**config.mk**
```make
export PLATFORM = sky130hd
export DESIGN_NAME = range_tagged_lru_slot_cache
export DESIGN_NICKNAME = d
export VERILOG_FILES = /design/src/rtl/rtlsc_pkg.sv /design/src/rtl/rtlsc_ctrl.sv /design/src/rtl/rtlsc_datapath.sv /design/src/rtl/range_tagged_lru_slot_cache.sv
export SDC_FILE = /design/constraint.sdc
export NUM_CORES = 1
export LEC_CHECK = 0
export ABC_AREA = 1
export BUFFER_PORTS_ARGS = -buffer_cell sky130_fd_sc_hd__buf_2
export CORE_UTILIZATION = 55
export DETAILED_ROUTE_END_ITERATION = 7
export PLACE_DENSITY = 0.77
export SYNTH_ARGS = -nofsm -noshare
export SYNTH_HDL_FRONTEND = slang
export SYNTH_HIERARCHICAL = 1
export SYNTH_SLANG_ARGS = --single-unit
```
**constraint.sdc**
```tcl
create_clock -name clock -period 14.7 [get_ports clock]
set_clock_uncertainty 0.2 [all_clocks]
set_input_delay 1.47 -clock clock [delete_from_list [all_inputs] [get_ports clock]]
set_output_delay 1.47 -clock clock [all_outputs]
set_load 0.01 [all_outputs]
```
**src/rtl/rtlsc_pkg.sv**
```systemverilog
package rtlsc_pkg;

   // cache geometry
   localparam int NUM_SLOTS  = 8;
   localparam int SLOT_BYTES = 256;
   localparam int SLOT_W     = (NUM_SLOTS > 1) ? $clog2(NUM_SLOTS) : 1;
   localparam int FILL_W     = $clog2(SLOT_BYTES + 1);

   // field widths
   localparam int OFF_W   = 24;
   localparam int CNT_W   = 16;
   localparam int ADDR_W  = 25;
   localparam int CLK_W   = 32;
   localparam int CSR_A_W = 3;
   localparam int CSR_D_W = 24;

   // result status codes
   localparam logic [1:0] STATUS_REJECT = 2'd0;
   localparam logic [1:0] STATUS_HIT    = 2'd1;
   localparam logic [1:0] STATUS_MISS   = 2'd2;

   // register indexes
   localparam logic [CSR_A_W-1:0] CSR_READY       = 3'd0;
   localparam logic [CSR_A_W-1:0] CSR_FIRST_SIZE  = 3'd1;
   localparam logic [CSR_A_W-1:0] CSR_FIRST_BASE  = 3'd2;
   localparam logic [CSR_A_W-1:0] CSR_SECOND_SIZE = 3'd3;
   localparam logic [CSR_A_W-1:0] CSR_SECOND_BASE = 3'd4;

   // controller to datapath
   typedef struct packed {
      logic load;
      logic begin_walk;
      logic step;
      logic reply_reject;
      logic reply_hit;
      logic reply_miss;
   } cmd_type;

   // datapath to controller
   typedef struct packed {
      logic reject;
      logic hit;
      logic last;
   } sts_type;

endpackage

```
**src/rtl/rtlsc_ctrl.sv**
```systemverilog
module rtlsc_ctrl (
   input  logic              clock,
   input  logic              reset,
   input  logic              start,
   output logic              busy,
   input  rtlsc_pkg::sts_type sts,
   output rtlsc_pkg::cmd_type cmd
);

   localparam logic [1:0] ST_IDLE  = 2'd0;
   localparam logic [1:0] ST_CHECK = 2'd1;
   localparam logic [1:0] ST_WALK  = 2'd2;

   logic [1:0] state_ff, state_in;

   // next state and commands
   always_comb begin
      state_in = state_ff;
      cmd      = '0;
      case (state_ff)
         ST_IDLE: begin
            if (start) begin
               cmd.load = 1'b1;
               state_in = ST_CHECK;
            end
         end
         ST_CHECK: begin
            if (sts.reject) begin
               cmd.reply_reject = 1'b1;
               state_in         = ST_IDLE;
            end else begin
               cmd.begin_walk = 1'b1;
               state_in       = ST_WALK;
            end
         end
         ST_WALK: begin
            if (sts.hit) begin
               cmd.reply_hit = 1'b1;
               state_in      = ST_IDLE;
            end else if (sts.last) begin
               cmd.reply_miss = 1'b1;
               state_in       = ST_IDLE;
            end else begin
               cmd.step = 1'b1;
            end
         end
         default: begin
            state_in = ST_IDLE;
         end
      endcase
   end

   always_ff @(posedge clock) begin
      if (reset) begin
         state_ff <= ST_IDLE;
      end else begin
         state_ff <= state_in;
      end
   end

   assign busy = (state_ff != ST_IDLE);

   // an accepted item always goes to the range check
   a_load_check: assert property (@(posedge clock) disable iff (reset)
      (start && !busy) |=> (state_ff == ST_CHECK))
      else $error("accepted item did not enter range check");

   // a reply always returns the controller to idle
   a_reply_idle: assert property (@(posedge clock) disable iff (reset)
      (cmd.reply_reject || cmd.reply_hit || cmd.reply_miss) |=> !busy)
      else $error("controller busy after reply");

   // walk step and reply never together
   a_step_excl: assert property (@(posedge clock) disable iff (reset)
      cmd.step |-> !(cmd.reply_hit || cmd.reply_miss))
      else $error("walk step issued with a reply");

endmodule

```
**src/rtl/rtlsc_datapath.sv**
```systemverilog
module rtlsc_datapath (
   input  logic                              clock,
   input  logic                              reset,
   // configuration writes
   input  logic                              csr_write,
   input  logic [rtlsc_pkg::CSR_A_W-1:0]     csr_index,
   input  logic [rtlsc_pkg::CSR_D_W-1:0]     csr_data,
   // request fields
   input  logic                              req_source_select,
   input  logic [rtlsc_pkg::OFF_W-1:0]       req_byte_offset,
   input  logic [rtlsc_pkg::CNT_W-1:0]       req_byte_count,
   // control
   input  rtlsc_pkg::cmd_type                cmd,
   output rtlsc_pkg::sts_type                sts,
   // result
   output logic                              rsp_valid,
   output logic [1:0]                        rsp_status,
   output logic [2:0]                        rsp_slot_index,
   output logic [7:0]                        rsp_offset_in_slot,
   output logic [rtlsc_pkg::ADDR_W-1:0]      rsp_fill_address,
   output logic [8:0]                        rsp_fill_size
);

   localparam int N  = rtlsc_pkg::NUM_SLOTS;
   localparam int SW = rtlsc_pkg::SLOT_W;
   localparam int FW = rtlsc_pkg::FILL_W;
   localparam int OW = rtlsc_pkg::OFF_W;
   localparam int AW = rtlsc_pkg::ADDR_W;
   localparam int CW = rtlsc_pkg::CLK_W;

   // configuration registers
   logic          ready_ff;
   logic [OW-1:0] size0_ff, base0_ff, size1_ff, base1_ff;

   always_ff @(posedge clock) begin
      if (reset) begin
         ready_ff <= 1'b0;
         size0_ff <= '0;
         base0_ff <= '0;
         size1_ff <= '0;
         base1_ff <= '0;
      end else if (csr_write) begin
         case (csr_index)
            rtlsc_pkg::CSR_READY:       ready_ff <= csr_data[0];
            rtlsc_pkg::CSR_FIRST_SIZE:  size0_ff <= csr_data;
            rtlsc_pkg::CSR_FIRST_BASE:  base0_ff <= csr_data;
            rtlsc_pkg::CSR_SECOND_SIZE: size1_ff <= csr_data;
            rtlsc_pkg::CSR_SECOND_BASE: base1_ff <= csr_data;
            default: begin
            end
         endcase
      end
   end

   // latched request
   logic                         src_ff;
   logic [OW-1:0]                off_ff;
   logic [rtlsc_pkg::CNT_W-1:0]  cnt_ff;

   always_ff @(posedge clock) begin
      if (cmd.load) begin
         src_ff <= req_source_select;
         off_ff <= req_byte_offset;
         cnt_ff <= req_byte_count;
      end
   end

   // range check, end of request and fill geometry
   logic [OW-1:0] size_sel, base_sel, left;
   logic [AW-1:0] req_end, fill_addr;
   logic [FW-1:0] fill_len;
   logic          chk_reject;

   always_comb begin
      size_sel  = src_ff ? size1_ff : size0_ff;
      base_sel  = src_ff ? base1_ff : base0_ff;
      req_end   = {1'b0, off_ff} + AW'(cnt_ff);
      fill_addr = {1'b0, base_sel} + {1'b0, off_ff};
      left      = size_sel - off_ff;
      if (left > OW'(rtlsc_pkg::SLOT_BYTES)) begin
         fill_len = FW'(rtlsc_pkg::SLOT_BYTES);
      end else begin
         fill_len = FW'(left);
      end
      chk_reject = !ready_ff || (cnt_ff == '0) ||
                   (cnt_ff > rtlsc_pkg::CNT_W'(rtlsc_pkg::SLOT_BYTES)) ||
                   (req_end > {1'b0, size_sel});
   end

   logic [AW-1:0] req_end_ff, fill_addr_ff;
   logic [FW-1:0] fill_len_ff;

   always_ff @(posedge clock) begin
      if (cmd.begin_walk) begin
         req_end_ff   <= req_end;
         fill_addr_ff <= fill_addr;
         fill_len_ff  <= fill_len;
      end
   end

   // slot tags
   logic          valid_ff    [N];
   logic          source_ff   [N];
   logic [OW-1:0] start_ff    [N];
   logic [FW-1:0] fbytes_ff   [N];
   logic [CW-1:0] last_use_ff [N];
   logic [CW-1:0] use_clock_ff;

   // walk position and victim tracking
   logic [SW-1:0] idx_ff, idx_in;
   logic [SW-1:0] vic_ff, vic_in;
   logic [CW-1:0] vic_use_ff, vic_use_in;
   logic          vic_done_ff, vic_done_in;

   logic          cur_valid;
   logic [CW-1:0] cur_use;
   logic [AW-1:0] cur_end;
   logic [OW-1:0] cur_start;
   logic          cur_hit;
   logic          cur_last;

   always_comb begin
      cur_valid = valid_ff[idx_ff];
      cur_use   = last_use_ff[idx_ff];
      cur_start = start_ff[idx_ff];
      cur_end   = {1'b0, cur_start} + AW'(fbytes_ff[idx_ff]);
      cur_hit   = cur_valid && (source_ff[idx_ff] == src_ff) &&
                  (off_ff >= cur_start) && (req_end_ff <= cur_end);
      cur_last  = (idx_ff == SW'(N - 1));
      idx_in    = idx_ff + SW'(1);
   end

   // status to the controller, in field order reject, hit, last
   assign sts = {chk_reject, cur_hit, cur_last};

   // first invalid slot, else the first smallest last use
   always_comb begin
      vic_in      = vic_ff;
      vic_use_in  = vic_use_ff;
      vic_done_in = vic_done_ff;
      if (idx_ff == '0) begin
         vic_in      = '0;
         vic_use_in  = cur_use;
         vic_done_in = !cur_valid;
      end else if (!vic_done_ff) begin
         if (!cur_valid) begin
            vic_in      = idx_ff;
            vic_done_in = 1'b1;
         end else if (cur_use < vic_use_ff) begin
            vic_in     = idx_ff;
            vic_use_in = cur_use;
         end
      end
   end

   always_ff @(posedge clock) begin
      if (cmd.begin_walk) begin
         idx_ff <= '0;
      end else if (cmd.step) begin
         idx_ff      <= idx_in;
         vic_ff      <= vic_in;
         vic_use_ff  <= vic_use_in;
         vic_done_ff <= vic_done_in;
      end
   end

   // use clock and tag updates
   always_ff @(posedge clock) begin
      if (reset) begin
         use_clock_ff <= '0;
         for (int i = 0; i < N; i++) begin
            valid_ff[i]    <= 1'b0;
            last_use_ff[i] <= '0;
         end
      end else begin
         if (cmd.begin_walk) begin
            use_clock_ff <= use_clock_ff + CW'(1);
         end
         if (cmd.reply_hit) begin
            last_use_ff[idx_ff] <= use_clock_ff;
         end
         if (cmd.reply_miss) begin
            valid_ff[vic_in]    <= 1'b1;
            last_use_ff[vic_in] <= use_clock_ff;
         end
      end
   end

   // unreset tag payload
   always_ff @(posedge clock) begin
      if (cmd.reply_miss) begin
         source_ff[vic_in] <= src_ff;
         start_ff[vic_in]  <= off_ff;
         fbytes_ff[vic_in] <= fill_len_ff;
      end
   end

   // result register
   logic       rsp_valid_ff;
   logic [1:0] status_ff;
   logic [2:0] slot_ff;
   logic [7:0] in_slot_ff;
   logic [AW-1:0] addr_ff;
   logic [8:0] size_ff;

   always_ff @(posedge clock) begin
      if (reset) begin
         rsp_valid_ff <= 1'b0;
      end else begin
         rsp_valid_ff <= cmd.reply_reject || cmd.reply_hit || cmd.reply_miss;
      end
   end

   always_ff @(posedge clock) begin
      if (cmd.reply_reject) begin
         status_ff  <= rtlsc_pkg::STATUS_REJECT;
         slot_ff    <= '0;
         in_slot_ff <= '0;
         addr_ff    <= '0;
         size_ff    <= '0;
      end else if (cmd.reply_hit) begin
         status_ff  <= rtlsc_pkg::STATUS_HIT;
         slot_ff    <= 3'(idx_ff);
         in_slot_ff <= 8'(off_ff - cur_start);
         addr_ff    <= '0;
         size_ff    <= '0;
      end else if (cmd.reply_miss) begin
         status_ff  <= rtlsc_pkg::STATUS_MISS;
         slot_ff    <= 3'(vic_in);
         in_slot_ff <= '0;
         addr_ff    <= fill_addr_ff;
         size_ff    <= 9'(fill_len_ff);
      end
   end

   assign rsp_valid          = rsp_valid_ff;
   assign rsp_status         = status_ff;
   assign rsp_slot_index     = slot_ff;
   assign rsp_offset_in_slot = in_slot_ff;
   assign rsp_fill_address   = addr_ff;
   assign rsp_fill_size      = size_ff;

endmodule

```
**src/rtl/range_tagged_lru_slot_cache.sv**
```systemverilog
// Tag and LRU replacement controller for a small fully associative read
// cache over two flash sources. A request is taken when start is high and
// busy is low; its result appears on the rsp_ ports for exactly one cycle
// with rsp_valid high and must be captured then, since the receiver cannot
// stall the block. A rejected request is answered from the range check
// alone; a valid request walks the tags one slot per clock from slot 0
// and is answered at the first matching slot or, on a miss, after the
// last slot. The next request may be taken in the cycle its predecessor's
// result is shown. Configuration writes are always ready and should be
// made only while busy is low and no result is pending.
module range_tagged_lru_slot_cache (
   input  logic                          clock,
   input  logic                          reset,
   // request
   input  logic                          start,
   output logic                          busy,
   input  logic                          req_source_select,
   input  logic [rtlsc_pkg::OFF_W-1:0]   req_byte_offset,
   input  logic [rtlsc_pkg::CNT_W-1:0]   req_byte_count,
   // result
   output logic                          rsp_valid,
   output logic [1:0]                    rsp_status,
   output logic [2:0]                    rsp_slot_index,
   output logic [7:0]                    rsp_offset_in_slot,
   output logic [rtlsc_pkg::ADDR_W-1:0]  rsp_fill_address,
   output logic [8:0]                    rsp_fill_size,
   // configuration
   input  logic                          csr_valid,
   output logic                          csr_ready,
   input  logic [rtlsc_pkg::CSR_A_W-1:0] csr_index,
   input  logic [rtlsc_pkg::CSR_D_W-1:0] csr_data
);

   rtlsc_pkg::cmd_type cmd;
   rtlsc_pkg::sts_type sts;

   assign csr_ready = 1'b1;

   rtlsc_ctrl u_ctrl (
      .clock (clock),
      .reset (reset),
      .start (start),
      .busy  (busy),
      .sts   (sts),
      .cmd   (cmd)
   );

   rtlsc_datapath u_datapath (
      .clock              (clock),
      .reset              (reset),
      .csr_write          (csr_valid && csr_ready),
      .csr_index          (csr_index),
      .csr_data           (csr_data),
      .req_source_select  (req_source_select),
      .req_byte_offset    (req_byte_offset),
      .req_byte_count     (req_byte_count),
      .cmd                (cmd),
      .sts                (sts),
      .rsp_valid          (rsp_valid),
      .rsp_status         (rsp_status),
      .rsp_slot_index     (rsp_slot_index),
      .rsp_offset_in_slot (rsp_offset_in_slot),
      .rsp_fill_address   (rsp_fill_address),
      .rsp_fill_size      (rsp_fill_size)
   );

   // every item passes through idle and the range check, so strobes never touch
   a_strobe_gap: assert property (@(posedge clock) disable iff (reset)
      rsp_valid |=> !rsp_valid)
      else $error("result strobes in consecutive cycles");

   // a result only follows a busy cycle
   a_strobe_busy: assert property (@(posedge clock) disable iff (reset)
      rsp_valid |-> $past(busy))
      else $error("result without a pending item");

   // a miss always fills at least one byte
   a_miss_fill: assert property (@(posedge clock) disable iff (reset)
      (rsp_valid && (rsp_status == rtlsc_pkg::STATUS_MISS)) |-> (rsp_fill_size != '0))
      else $error("miss with empty fill");

endmodule
```
Yosys cells after proc, flatten, opt, wreduce, memory -nomap -nowiden

Memory sizes are Yosys's and may differ from the RTL's. A register that Yosys moved wholly into a read port is not among the register bits.
Index checks and enable logic that the tools add are counted.

Bits in writable memories: 536
Output and inout bits: 50
Memories: 5
Input port bits: 72
Register bits after elaboration: 318

Memory list:

| name                   | depth | bits a word | rd ports | clocked after Yosys merged registers in | wr ports | RTL line              | RTL |
|---|---|---|---|---|---|---|---|
| u_datapath.last_use_ff | 8     | 32          | 1        | 1                                       | 8        | rtlsc_datapath.sv:106 | `logic [CW-1:0] last_use_ff [N];` |
| u_datapath.start_ff    | 8     | 24          | 1        | 1                                       | 1        | rtlsc_datapath.sv:104 | `logic [OW-1:0] start_ff [N];` |
| u_datapath.fbytes_ff   | 8     | 9           | 1        | 1                                       | 1        | rtlsc_datapath.sv:105 | `logic [FW-1:0] fbytes_ff [N];` |
| u_datapath.source_ff   | 8     | 1           | 1        | 1                                       | 1        | rtlsc_datapath.sv:103 | `logic source_ff [N];` |
| u_datapath.valid_ff    | 8     | 1           | 1        | 1                                       | 8        | rtlsc_datapath.sv:102 | `logic valid_ff [N];` |

$lt $le $gt $ge: 6
Eq/ne operators: 11
Mux-type cells: 65
Add/sub/neg operators: 7
Bitwise operators: 1
Reduce and logical (&&, ||, !) cells: 30

Operators by type and width:

| operator                | count |
|---|---|
| $mux W32                | 6 |
| $reduce_or A32 Y1       | 2 |
| $mux W3                 | 19 |
| $mux W24                | 2 |
| $add A32 B1 Y32 const B | 1 |
| $lt A32 B32 Y1          | 1 |
| $mux W1                 | 30 |
| $add A24 B16 Y25        | 1 |
| $add A24 B24 Y25        | 1 |
| $add A24 B9 Y25         | 1 |
| $gt A25 B24 Y1          | 1 |
| $le A25 B25 Y1          | 1 |
| $ge A24 B24 Y1          | 1 |
| $gt A24 B9 Y1 const B   | 1 |
| $sub A24 B24 Y24        | 1 |
| $gt A16 B9 Y1 const B   | 1 |
| $logic_not A16 Y1       | 1 |
| $mux W8                 | 2 |
| $reduce_and A2 Y1       | 7 |
| $mux W2                 | 5 |
| $reduce_bool A2 Y1      | 4 |
| $sub A8 B8 Y8           | 1 |
| $eq A3 B2 Y1 const B    | 2 |
| $eq A3 B3 Y1 const B    | 2 |
| 17 further kinds        | 26 |

Logic depth before layout (Yosys ltp)

Depth after elaboration: 12
Depth in mapped cells: 50

Modules after synthesis

The synthesis kept the hierarchy.

By module, submodules not included:

| module                      | area an instance (um^2) | times used | cells an instance | sequential area each (um^2) |
|---|---|---|---|---|
| rtlsc_datapath              | 43,895.8                | 1          | 4,919             | 23,762.8 |
| rtlsc_ctrl                  | 136.4                   | 1          | 23                | 40.0 |
| range_tagged_lru_slot_cache | 11.3                    | 1          | 2                 | 0.0 |

Worst setup path after synthesis

No wires, ideal clock.

Path kind: register to register
Start point: register (tool-made name)
End point: memory u_datapath/fbytes_ff[5][0] (netlist name), enable pin
Cell stages (with the launch flop): 46
Setup time: 0.511 ns
Setup slack: 4.609 ns
Buffers on the path: 9
Data required time: 13.989 ns
Arrival: 9.380 ns
Path through: dfxtp_1 -> buf_6 -> inv_4 -> buf_4 -> buf_4 -> buf_2 -> clkbuf_1 -> clkbuf_1 -> clkbuf_1 -> nor2_1 -> o22ai_1 -> nor2_1 -> a31oi_1 -> ha_1 -> inv_1 -> fa_1 -> inv_1 -> a31oi_1 -> [10 not listed] -> nor2_2 -> xnor2_1 -> inv_1 -> ha_1 -> nand4_1 -> nor2_1 -> nand2_1 -> o2111ai_1 -> a31oi_1 -> a31oi_1 -> nor4_1 -> buf_4 -> inv_1 -> nand2_1 -> nor2_1 -> buf_2 -> inv_2 -> nor4_1

RTL lines:

| item      | RTL line |
|---|---|
| to (decl) | rtlsc_datapath.sv:105 |

==> results.json <==
{
  "cts_sinks": 857,
  "status": "finished clean",
  "whs_ns": 0.2492,
  "die_w_um": 285.0,
  "postCtsSetupRepairBufs": 0,
  "final_nets": 5144,
  "crit_path_max_incr_delay_ns": 1.08,
  "seq_area_frac_synth_pct": 54.04,
  "final_max_slew_viol_count": 0,
  "maxCapViolCount": 0,
  "antenna_cells": 0,
  "leakagePower_uw": 0.01902,
  "io_pins": 122,
  "post_drt_via_cell_ratio": 6.026,
  "drt_wl_total_um": 125900,
  "cts_hold_buf": 0,
  "crit_top_cell": "inv_1",
  "clk_path_buf_depth": 3,
  "hold_class": "flop to flop",
  "tns_ns": 0,
  "ctsResizeCount": 0,
  "grt-ovfl-total": 0,
  "gp_congestion": 0.9506,
  "drive_gt1_share_pct": 7.742,
  "num_vias": 36214,
  "portBuffers": 120,
  "p_per_area_mw_per_mm2": 123.8,
  "area_growth_pct": 8.735,
  "fmax_mhz": 90.38,
  "clkTransAtPathRegs_ns": 0.06,
  "fin_crit_sh_pct": 75.27,
  "die_height_um": 285.0,
  "slowest_stage": "nand3_2",
  "dpl.hpwl_um": 78520,
  "first_pass_iters": 6,
  "grt_max_degree": 165,
  "crit_required_ns": 14.74,
  "endpoint_kind": "flop",
  "ant_nets": 0,
  "grtUsageTotal_pct": 30.53,
  "antenna_found_initial": 3,
  "htreeDepth": 3,
  "tightest_slew_ns": 1.289,
  "peakVddDrop_mv": 0.09947,
  "rsz0062_at_grt": "no",
  "ys_ff_latch": 857,
  "start_util_pct": 55.66,
  "period_needed_ns": 11.06,
  "drc": 0,
  "syn_area_per_cell_um2": 8.908,
  "grt_pass1_vias": 33982,
  "slew_headroom_pct": 13.99,
  "power_uw": 5928,
  "cts_buffers": 88,
  "die-area_mm2": 0.08121,
  "critPathLaunchType": "flop",
  "path_max_fanout": 75,
  "core.rowCount": 103,
  "hold_viol": 0,
  "core_mm2": 0.07913,
  "cts-root-buf": "clkbuf_16",
  "synthCells": 4944,
  "critical_path_arrival_ns": 11.10,
  "setup_violations": 0,
  "cts_tree": "built",
  "clk_latency_ns": 0.65,
  "drtIter0Drc": 4583,
  "syn_area_mm2": 0.04404,
  "grt_first_pass_wirelength_um": 193600,
  "wl_per_cell_um": 20.95,
  "synth_nets": 5201,
  "critPathKind": "flop to flop",
  "synth_warnings": 6,
  "ys_types": 53
}
where the power goes:
part / internal (µW) / switching [µW]
clock: 1300 / 966
sequential: 2660 / 40.2
combinational: 301 / 662
total: 4260 / 1670
kinds of logic (layout without fill, tap and decap cells):
group	Yosys count	count (layout)	share of synthesized area [%]
AOI/OAI and AO/OA	927	927	11.24
xor gates and xnor gates	90	90	1.790
adders and majority gates	185	185	5.341
buffers and inverters	666	682	6.463
DFF	857	857	54.04
other	1	1	0.008514
and+or+nand+nor	2218	2218	21.12
layer usage:
| metal | wire (µm) | global-route usage (%) | part of all wire (%) | up-vias |
|---|---|---|---|---|
| met1 | 49820 | 42.72 | 40 | 16910 |
| met5 | 7 | 0 | 0.0056 | - |
| li1 | - | - | - | 16744 |
| met3 | 15810 | 6.064 | 13 | 283 |
| met4 | 3648 | 10.27 | 2.9 | 2 |
| met2 | 56600 | 47.65 | 45 | 2275 |
synth_stat cells (all sizes together):
cell | instances | share of area [%]
or2 | 6 | 0.085
nand4 | 157 | 2.4
dfxtp | 193 | 8.8
nor2 | 873 | 7.6
a2111oi | 1 | 0.020
buf | 126 | 1.9
inv | 323 | 2.8
ha | 180 | 5.1
a21o | 7 | 0.12
a41oi | 1 | 0.020
a22oi | 1 | 0.017
conb | 1 | 0.0085
o221a | 1 | 0.026
nand2 | 952 | 8.2
o31ai | 1 | 0.017
nand3 | 165 | 2.0
a211oi | 10 | 0.17
o2111ai | 1 | 0.020
fa | 5 | 0.23
nor3 | 40 | 0.47
o221ai | 3 | 0.060
nor4 | 21 | 0.30
o21a | 9 | 0.15
o21bai | 5 | 0.085
xnor2 | 27 | 0.54
o22ai | 88 | 1.2
a21oi | 238 | 2.7
a31oi | 52 | 0.74
o211ai | 4 | 0.068
xor2 | 63 | 1.3
clkbuf | 198 | 1.7
edfxtp | 664 | 45
a21boi | 4 | 0.068
o21ai | 501 | 5.7
nand3b | 4 | 0.068
clkinv | 19 | 0.16
worst paths after layout:
| kind | from | end | slack (ns) | cells past startpoint |
|---|---|---|---|---|
| max | flop | u_datapath/last_use_ff[6][11] | 3.64 | 38 |
| min | u_datapath/base0_ff[20] | u_datapath/base0_ff[20] | 0.25 | 2 |
| max reg2reg | flop | u_datapath/last_use_ff[6][11] | 3.64 | 38 |
| min reg2reg | u_datapath/base0_ff[20] | u_datapath/base0_ff[20] | 0.25 | 2 |
worst max-delay path: cells and delay by family (launching register included):
family	cells	cell delay, ns
simple gates	17	5.10
compound gates	10	1.72
fa+ha+maj	2	0.54
xor+xnor	1	0.13
buf+inv	8	1.95
flops	1	0.91
flip-flops by register name, indices dropped and copies added, names as in the netlist, 3 cells and up, named ones only:
signal,count
u_datapath/vic_ff,3
u_datapath/base1_ff,24
u_datapath/size1_ff,24
u_datapath/rsp_fill_address,25
u_datapath/use_clock_ff,32
u_datapath/last_use_ff,256
u_datapath/source_ff,8
u_datapath/req_end_ff,25
u_datapath/fbytes_ff,72
u_datapath/rsp_fill_size,9
u_datapath/idx_ff,3
u_datapath/base0_ff,24
u_datapath/valid_ff,8
u_datapath/cnt_ff,16
u_datapath/start_ff,192
u_datapath/size0_ff,24
u_datapath/fill_addr_ff,25
u_datapath/rsp_slot_index,3
u_datapath/fill_len_ff,9
u_datapath/rsp_offset_in_slot,8
u_datapath/vic_use_ff,32
u_datapath/off_ff,24
layout make-up:
type | count | area, µm²
fill | 6512 | 31240
sequential | 857 | 23810
multi-input combinational | 3421 | 17520
clock buffer | 109 | 2427
tap | 1050 | 1314
inverter | 342 | 1295
timing repair buffer | 177 | 1041
clock inverter | 54 | 486.7
cell usage in the layout, fill, tap and decap left out, types with 7 or more instances in the layout:
cell type | netlist | routed
clkinv_2 | 0 | 18
o22ai_1 | 88 | 88
nand3_2 | 7 | 15
a21oi_1 | 237 | 237
buf_2 | 68 | 120
xnor2_1 | 27 | 27
nor2_4 | 8 | 13
ha_1 | 180 | 180
a211oi_1 | 10 | 10
clkinv_1 | 19 | 35
nand2_1 | 944 | 944
o21ai_0 | 495 | 495
a31oi_1 | 52 | 52
inv_1 | 318 | 316
nor4_1 | 21 | 18
nand3_1 | 155 | 147
a21o_1 | 7 | 7
nor2_1 | 863 | 858
buf_4 | 18 | 56
edfxtp_1 | 664 | 664
nor3_1 | 39 | 34
xor2_1 | 63 | 63
clkbuf_16 | 0 | 93
o21a_1 | 9 | 8
nand4_1 | 153 | 153
bufinv_16 | 0 | 7
dfxtp_1 | 193 | 191
clkbuf_1 | 198 | 12
stage by stage:
stage	setup slack [ns]	std cells	area, µm²	util [%]
2_1_floorplan	4.609	4944	44040	-
3_3_place_gp	4.212	5847	44980	56.84
3_5_place_dp	3.958	5847	44980	56.84
4_1_cts	3.890	6010	47890	60.52
5_1_grt	2.808	6010	47890	60.52
6_report	3.636	6010	47890	60.52
Note: power is estimated with default switching activity, not from simulation.
